### src/rtl/jsr_pkg.sv
// Package: shared widths, codes and types of the Jacobi stencil residual block.
package jsr_pkg;

  // Field widths of the channels and the configuration port
  localparam int SAMPLE_W  = 32;
  localparam int POS_W     = 10;
  localparam int RES_W     = 63;
  localparam int CFG_W     = 11;
  localparam int CFG_IDX_W = 1;

  // Register indexes of the configuration port
  localparam logic [CFG_IDX_W-1:0] REG_GRID_WIDTH  = 1'd0;
  localparam logic [CFG_IDX_W-1:0] REG_GRID_HEIGHT = 1'd1;

  // Reset value of both geometry registers
  localparam logic [CFG_W-1:0] CFG_DIM_RESET = 11'd1024;

  // Largest residual value
  localparam logic [RES_W-1:0] RES_SAT = {RES_W{1'b1}};

  // Queue between front and back
  localparam int QDEPTH = 4;
  localparam int QPTR_W = 2;
  localparam int QCNT_W = 3;

  typedef logic signed [SAMPLE_W-1:0] sample_t;
  typedef logic [POS_W-1:0]           pos_t;
  typedef logic [RES_W-1:0]           res_t;
  typedef logic [CFG_W-1:0]           cfg_data_t;
  typedef logic [CFG_IDX_W-1:0]       cfg_idx_t;

  // One classified point: an interior update or the end of the frame
  typedef struct packed {
    logic    done;
    sample_t left;
    sample_t right;
    sample_t top;
    sample_t bottom;
    sample_t center;
    pos_t    row;
    pos_t    col;
  } point_t;

  // Queue fill status seen by both sides
  typedef struct packed {
    logic full;
    logic one_left;
    logic empty;
  } q_status_t;

endpackage

### src/rtl/jsr_queue.sv
// Module: short queue of classified points between the front and the back.
module jsr_queue (
  input  logic               clk,
  input  logic               rst_n,
  input  logic               push,
  input  jsr_pkg::point_t    push_item,
  input  logic               pop,
  output jsr_pkg::point_t    pop_item,
  output jsr_pkg::q_status_t status
);

  jsr_pkg::point_t                 entry_r [jsr_pkg::QDEPTH];
  logic [jsr_pkg::QPTR_W-1:0]      wr_ptr_r;
  logic [jsr_pkg::QPTR_W-1:0]      rd_ptr_r;
  logic [jsr_pkg::QCNT_W-1:0]      count_r;
  logic [jsr_pkg::QCNT_W-1:0]      count_nxt;

  // Store pushed points
  always_ff @(posedge clk) begin
    if (push) begin
      entry_r[wr_ptr_r] <= push_item;
    end
  end

  // Advance pointers and fill count
  always_comb begin
    count_nxt = count_r;
    if (push && !pop) begin
      count_nxt = count_r + 1'b1;
    end else if (pop && !push) begin
      count_nxt = count_r - 1'b1;
    end
  end

  always_ff @(posedge clk) begin
    if (!rst_n) begin
      wr_ptr_r <= '0;
      rd_ptr_r <= '0;
      count_r  <= '0;
    end else begin
      if (push) begin
        wr_ptr_r <= wr_ptr_r + 1'b1;
      end
      if (pop) begin
        rd_ptr_r <= rd_ptr_r + 1'b1;
      end
      count_r <= count_nxt;
    end
  end

  assign pop_item        = entry_r[rd_ptr_r];
  assign status.full     = (count_r == jsr_pkg::QCNT_W'(jsr_pkg::QDEPTH));
  assign status.one_left = (count_r == jsr_pkg::QCNT_W'(jsr_pkg::QDEPTH - 1));
  assign status.empty    = (count_r == '0);

endmodule

### config.mk
export PLATFORM = sky130hd
export DESIGN_NAME = jsr_queue
export DESIGN_NICKNAME = d
export VERILOG_FILES = /design/src/rtl/jsr_pkg.sv /design/src/rtl/jsr_queue.sv
export SDC_FILE = /design/constraint.sdc
export NUM_CORES = 1
export LEC_CHECK = 0
export BUFFER_PORTS_ARGS = -buffer_cell sky130_fd_sc_hd__buf_2
export CAP_MARGIN = 20
export CORE_MARGIN = 8
export CORE_UTILIZATION = 51
export DETAILED_ROUTE_END_ITERATION = 10
export PLACE_DENSITY_LB_ADDON = 0.08
export SETUP_SLACK_MARGIN = 0.02
export SLEW_MARGIN = 20
export SYNTH_ARGS = -nofsm -noshare
export SYNTH_HDL_FRONTEND = slang
export SYNTH_SLANG_ARGS = --single-unit
### constraint.sdc
create_clock -name clk -period 4.97 [get_ports clk]
set_input_delay 0.497 -clock clk [delete_from_list [all_inputs] [get_ports clk]]
set_output_delay 0.497 -clock clk [all_outputs]
set_load 0.05 [all_outputs]
---- Yosys cells after proc, flatten, opt, wreduce, memory -nomap -nowiden ----
Memory sizes are Yosys's and may differ from the RTL's. A register that Yosys moved wholly into a read port is not among the register bits.
Cells that the tools add are included.
word-level totals
  flip-flop bits (word level) ............. 7
  bits in writable memories ............... 724
  input bits .............................. 185
  output and inout bits ................... 184
  logic and storage cells ................. 22
  memories kept ........................... 1
cells by class
  add/subtract/negate cells ............... 4
  equality and inequality tests ........... 2
  mux-type cells .......................... 6
  reduce and logical (&&, ||, !) cells .... 6
memories
  memory   words  bits a word  rd ports  clocked after memory_dff  wr ports  RTL line         text
  entry_r  4      181          1         1                         1         jsr_queue.sv:12  jsr_pkg::point_t entry_r [jsr_pkg::QDEPTH];
operators with widths
  operator               count
  $mux W3                2
  $add A2 B1 Y2 const B  2
  $mux W2                2
  $add A3 B1 Y3 const B  1
  $eq A3 B2 Y1 const B   1
  $eq A3 B3 Y1 const B   1
  $logic_not A3 Y1       1
  $sub A3 B1 Y3 const B  1
  $logic_and A1 B1 Y1    2
  $logic_not A1 Y1       2
  $mux W1                2
  $reduce_bool A2 Y1     1

---- Depth between registers and ports, before layout ----
Gate-level depths: netlist of the first run.
  depth after elaboration ................. 4
  mapped depth ............................ 7
  gate-level depth less buffers ........... 7

---- Worst setup path before layout of the first run ----
Ideal clock, no wire load.
  path kind ............................... reg2reg
  start point ............................. reg wr_ptr_r[0] in the netlist's numbering
  end point ............................... mem entry_r[0][0] in the netlist's numbering, enable pin
  library setup time ...................... 0.562 ns
  data arrival time ....................... 4.665 ns
  required time ........................... 4.408 ns
  slack ................................... -0.257 ns
  cell stages (with the launch flop) ...... 4
  buffers on the path ..................... 0
  period minus slack after synthesis ...... 5.227 ns
  cells stage by stage .................... dfxtp_1 > inv_1 > ha_1 > and2_1
RTL lines
  element                   RTL line         text
  start: declaration        jsr_queue.sv:13  logic [jsr_pkg::QPTR_W-1:0] wr_ptr_r;
  start signal: assignment  jsr_queue.sv:42  wr_ptr_r <= wr_ptr_r + 1'b1;
  end: declaration          jsr_queue.sv:12
No word-level cell before the write port.

==> results.yml, run 1 <==
clocking:
  clock_path_buffers: 3
  clock_sinks: 733
  insertion_delay_ps: 590
  path_clk_slew_ps: 70
  cts_inserted_buffers: 75
  cts-root-buf: "clkbuf_16"
  post-cts-setup-buffer-count: 0
  cts-htree-levels: 3
  cts_tree: "yes"
  cts_resized: 0
  cts.hold.buffers_added: 0
synthesis:
  syn_inst: 990
  avgSynthCellArea_um2: 26.8
  yosysSeqAreaShare: 0.826
  yosysTopAreaCellShare: 0.819
  synth_area_um2: 26500
  ys_seq_elements: 733
  synth_nets: 1181
  synth_cell_types: 23
  synth.area.top_cells: "edfxtp_1 82%, mux4_2 15%, dfxtp_1 0.68%"
  yosysTopAreaCell: "edfxtp_1"
  synth_warnings: 0
drt:
  first_iter_violations: 707
  drtAntennaViolNets: 0
  wl_met2_um: 26100
  wirelength_um: 53500
  wl_met3_um: 4520
  vias: 11800
  routed_via_density: 5.46
  wl_per_cell_um: 24.8
  routed.top_layer: "met5"
  firstDrtPassIters: 4
  met1_length_um: 21600
  drc: 0
grt:
  antenna_found_initial: 15
  grt_usage: 0.179
  grt_max_degree: 91
  grt_pass1_vias: 12600
  grt_pass1_wl_um: 79900
  grt_overflow: 0
floorplan:
  core_area_um2: 51400
  die-width_um: 244
  start_util: 0.516
  dieArea_um2: 59600
  io_pins: 369
  die_height_um: 244
  row_count: 83
pwr:
  p_per_area_nw_per_um2: 464
  totalPowerFinal_mw: 14.7
  p_leak_nw: 10.7
  vdd_drop_max_v: 0.000401
setup_path:
  worst_ep_arrival_time_ps: 2870
  timing.rr.end: "entry_r[0][78]"
  r2r_start: "wr_ptr_r[0]"
  slowest_delay_ps: 1000
  worstPathRequired_ps: 4470
  r2r_slack_ps: 2680
  path_cells: "buf_4, mux4_2, buf_2"
  slowest_stage: "dfxtp_4"
  crit_path_end_kind: "output pin"
  worst_r2r_path_depth: 4
  cp-start-kind: "register"
  crit_fanout: 44
  path_class: "reg2out"
sta:
  setup_viol: 0
  clock.fmax_ghz: 0.297
  post-route-min-period_ps: 3370
  tightestPinTransition_ps: 1010
  fin_crit_sh: 0.677
  max_slew_margin: 0.324
  hold_viol_final: 0
  rsz0062_at_grt: "false"
  finalClockSkew_ps: 8.79
  setup-tns-final_ps: 0
  slew_viol_final: 0
min_path:
  min_path_cells: 1
  hold_path_class: "in2reg"
  min_to: "entry_r[3][56]"
  holdCritStartpoint: "push_item[56]"
layout:
  layout_commonest_cell: "edfxtp_1"
  design_area_um2: 31800
  nets: 1605
  regArea_um2: 21900
  multi_input_area_um2: 4340
  layout_common_cells: "724 x edfxtp_1, 368 x buf_2, 181 x mux4_2"
  area_growth_pct: 19.7
  drive_gt1_frac: 0.460
  nFillCells: 3580
placement:
  gp_congestion: 0.698
  dpl_cell_area_um2: 29300
  port_buffers: 368
  hpwl_um: 33100
status:
  outcome: "complete, no violations"
job:
  drv_cap: 0
[power breakdown]
part           leakage, nW  switching, mW  total [mW]  internal, mW
Clock                 1.21           2.17        5.56          3.39
Sequential            6.73         0.0948        7.20          7.11
Combinational         2.72           1.41        1.99         0.586
[final cells by class]
| cell class | instances | share of cell area |
|---|---|---|
| flip-flops and latches | 733 | 0.690 |
| multi-input cells | 213 | 0.137 |
| repair buffers | 387 | 0.0672 |
| clock buffers | 94 | 0.0660 |
| well taps | 680 | 0.0268 |
| clock inverters | 38 | 0.0117 |
| diodes | 8 | 0.000630 |
| inverters | 4 | 0.000473 |
[state kept, by name, indices dropped and copies added, names as in the netlist, named ones only]
name / flops
count_r: 3
entry_r: 724
wr_ptr_r: 2
rd_ptr_r: 2
[stage by stage]
step           std cells  utilization  hold WS, ps  setup slack (ps)
2_1_floorplan        990            -          486              1770
3_3_place_gp        2017        0.569          515              2130
3_5_place_dp        2017        0.569          530              2130
4_1_cts             2149        0.617         72.8              1490
5_1_grt             2152        0.618         88.8              1380
6_report            2157        0.618          118              1600
[metal layers]
metal  global-route usage  vias up
met4               0.0584       20
met1                0.236     6145
met5                    0        -
li1                     -     5166
met2                0.279      348
met3               0.0604       89
[cell families (layout without fill, tap and decap cells)]
logic type,count (synthesis),count (layout),share of synthesized area
AND/OR/NAND/NOR,17,17,0.00373
buffers and inverters,44,523,0.0104
flip-flops,733,733,0.826
XOR/XNOR,5,5,0.00165
multiplexers,183,183,0.154
other,0,8,0
adder cells (fa/ha/maj),6,6,0.00311
AO/OA/AOI/OAI,2,2,0.000472
[worst max path at each step]
stage                          endpoint        start  depth (start not counted)  slack, ps
after floorplan           entry_r[2][0]  wr_ptr_r[0]                          3       1770
after global placement    pop_item[130]     register                          3       2130
after detailed placement   pop_item[97]     register                          3       2130
after CTS                  pop_item[54]     register                          3       1490
after global routing       pop_item[97]     register                          3       1380
final                      pop_item[97]     register                          3       1600
[cells in the mapped netlist]
master      n
nor3b_1     1
dfxtp_1     9
xor2_1      3
buf_2      20
o21ai_0     1
a21boi_0    1
fa_1        1
nand2_1     2
xnor2_1     2
mux2i_1     2
buf_4       1
and2_1      9
nor3_1      1
edfxtp_1  724
ha_1        5
mux4_2    181
nor2b_1     2
nor2_1      1
buf_6      11
buf_1       7
clkbuf_1    1
or3_1       1
inv_1       4
[critical path, delay by kind of cell (launching register included)]
family                 cells  cell delay (ps)
multiplexers               1              570
flip-flops                 1             1000
buffers and inverters      2              660
No activity file was read; power rests on OpenSTA's default activity.
==> run 2, diff against run 1 <==
==> constraint.sdc (replaced) <==
create_clock -name clk -period 2.7 [get_ports clk]
set_input_delay 0.27 -clock clk [delete_from_list [all_inputs] [get_ports clk]]
set_output_delay 0.27 -clock clk [all_outputs]
set_load 0.05 [all_outputs]
==> results.yml, run 2 (synthesis gave the netlist of run 1 again) <==
floorplan:
  start_util: 0.516
  die_height_um: 244
  dieArea_um2: 59600
  core_area_um2: 51400
  io_pins: 369
  die-width_um: 244
  row_count: 83
grt:
  grt_pass1_vias: 13700
  antenna_found_initial: 6
  grt_max_degree: 74
  grt_overflow: 0
  grt_usage: 0.186
  grt_pass1_wl_um: 84200
setup_path:
  worst_ep_arrival_time_ps: 2230
  crit_path_end_kind: "output pin"
  crit_fanout: 13
  worst_r2r_path_depth: 4
  path_class: "reg2out"
  slowest_stage: "mux4_2"
  worstPathRequired_ps: 2430
  r2r_slack_ps: 850
  r2r_start: "wr_ptr_r[1]"
  path_cells: "buf_12, buf_4, mux4_2, buf_2"
  cp-start-kind: "register"
  slowest_delay_ps: 550
  critPathBufInv: 3
  crit_family: "buffers and inverters"
  timing.rr.end: "entry_r[1][94]"
placement:
  port_buffers: 368
  dp_slack_ps: 579
  dpl_cell_area_um2: 29700
  gp_congestion: 0.733
  hpwl_um: 35200
drt:
  routed.top_layer: "met5"
  drtAntennaViolNets: 0
  drc: 0
  vias: 12600
  met1_length_um: 23100
  firstDrtPassIters: 5
  wl_met3_um: 3550
  first_iter_violations: 680
  wl_per_cell_um: 23.6
  wirelength_um: 55700
  routed_via_density: 5.35
  wl_met2_um: 28000
clocking:
  cts_tree: "yes"
  cts_resized: 0
  cts-htree-levels: 3
  insertion_delay_ps: 600
  clock_path_buffers: 3
  cts-root-buf: "clkbuf_16"
  path_clk_slew_ps: 50
  cts_inserted_buffers: 75
  clock_sinks: 733
layout:
  design_area_um2: 34000
  drive_gt1_frac: 0.420
  reg_top3: "entry_r x724, count_r x3"
  layout_common_cells: "724 x edfxtp_1, 368 x buf_2, 182 x dlygate4sd3_1"
  layout_commonest_cell: "edfxtp_1"
  area_growth_pct: 28.0
  top_register: "entry_r"
  utilization: 0.661
  largest_register_ffs: 724
  nets: 1817
sta:
  clock.fmax_ghz: 0.399
  hold_viol_final: 0
  tightestPinTransition_ps: 668
  post-route-min-period_ps: 2500
  finalClockSkew_ps: 9.43
  slew_viol_final: 0
  hold_ws_ps: 61.1
  rsz0062_at_grt: "false"
  fin_crit_sh: 0.928
  fin_ws_ps: 196
  max_slew_margin: 0.555
  setup-tns-final_ps: 0
  setup_viol: 0
pwr:
  p_comb_frac: 0.149
  vdd_drop_max_v: 0.000620
  p_leak_nw: 11.6
  p_int_mw: 20.6
  swShare: 0.249
  clkPwrFrac: 0.370
  p_seq_frac: 0.482
  p_per_area_nw_per_um2: 807
  p_switching_mw: 6.82
min_path:
  holdCritStartpoint: "pop"
  min_path_cells: 3
  hold_path_class: "in2reg"
status:
  outcome: "complete, no violations"
job:
  drv_cap: 0
-- run 2: cell count changes in the layout (fill, tap and decap cells not counted), sizes merged --
cell	before	now
diode	8	4
dlygate4sd3	0	182
inv	5	4
clkinv	28	18
clkbuf	94	104
buf	387	417
bufinv	8	7
-- run 2: power groups by stage --
stage | sequential [mW] | clock [mW] | combinational, mW
after floorplan | 13.4 | 0 | 2.75
after global placement | 13.4 | 0 | 3.86
after detailed placement | 13.5 | 0 | 3.87
after CTS | 13.2 | 10.4 | 4.14
after global routing | 13.2 | 10.8 | 4.27
final | 13.2 | 10.1 | 4.07
-- run 2: worst min-delay path: stages --
cell	delay (ps)
buf_2	120
xor2_1	70
and2_1	140
-- run 2: through the flow --
| stage | power (mW) | cells |
|---|---|---|
| 6_report | 27.4 | 2363 |
| 3_3_place_gp | 17.3 | 2044 |
| 3_5_place_dp | 17.3 | 2044 |
| 2_1_floorplan | 16.2 | 990 |
| 5_1_grt | 28.3 | 2363 |
| 4_1_cts | 27.7 | 2359 |
-- run 2: how the worst max path moves through the flow --
stage | start | end | slack [ps] | depth (start not counted)
floorplan | wr_ptr_r[0] | entry_r[2][0] | 440 | 3
global placement | register | pop_item[80] | 580 | 3
detailed placement | register | pop_item[75] | 580 | 3
CTS | register | pop_item[135] | 110 | 4
global route | register | pop_item[151] | 70 | 4
finish | register | pop_item[135] | 200 | 4
-- run 2: layer usage --
| metal | track usage | vias up |
|---|---|---|
| li1 | - | 5586 |
| met1 | 0.241 | 6621 |
| met2 | 0.305 | 354 |
| met3 | 0.0592 | 79 |
| met4 | 0.0485 | 6 |
| met5 | 0.00816 | - |
-- run 2: timing repair --
action | in CTS | in global routing
hold endpoints to repair | 733 | 0
endpoints found under the setup margin | 94 | 0
hold buffers | 182 | 0
setup buffers | 3 | 0
-- run 2: cell type report --
cell class	count	area, um2
antenna	4	10.0
clock buffer	104	2130
clock inverter	26	298
fill	3385	17400
inverter	4	15.0
multi-input combinational	213	4340
sequential	733	21900
tap	680	851
timing repair buffer	599	4380
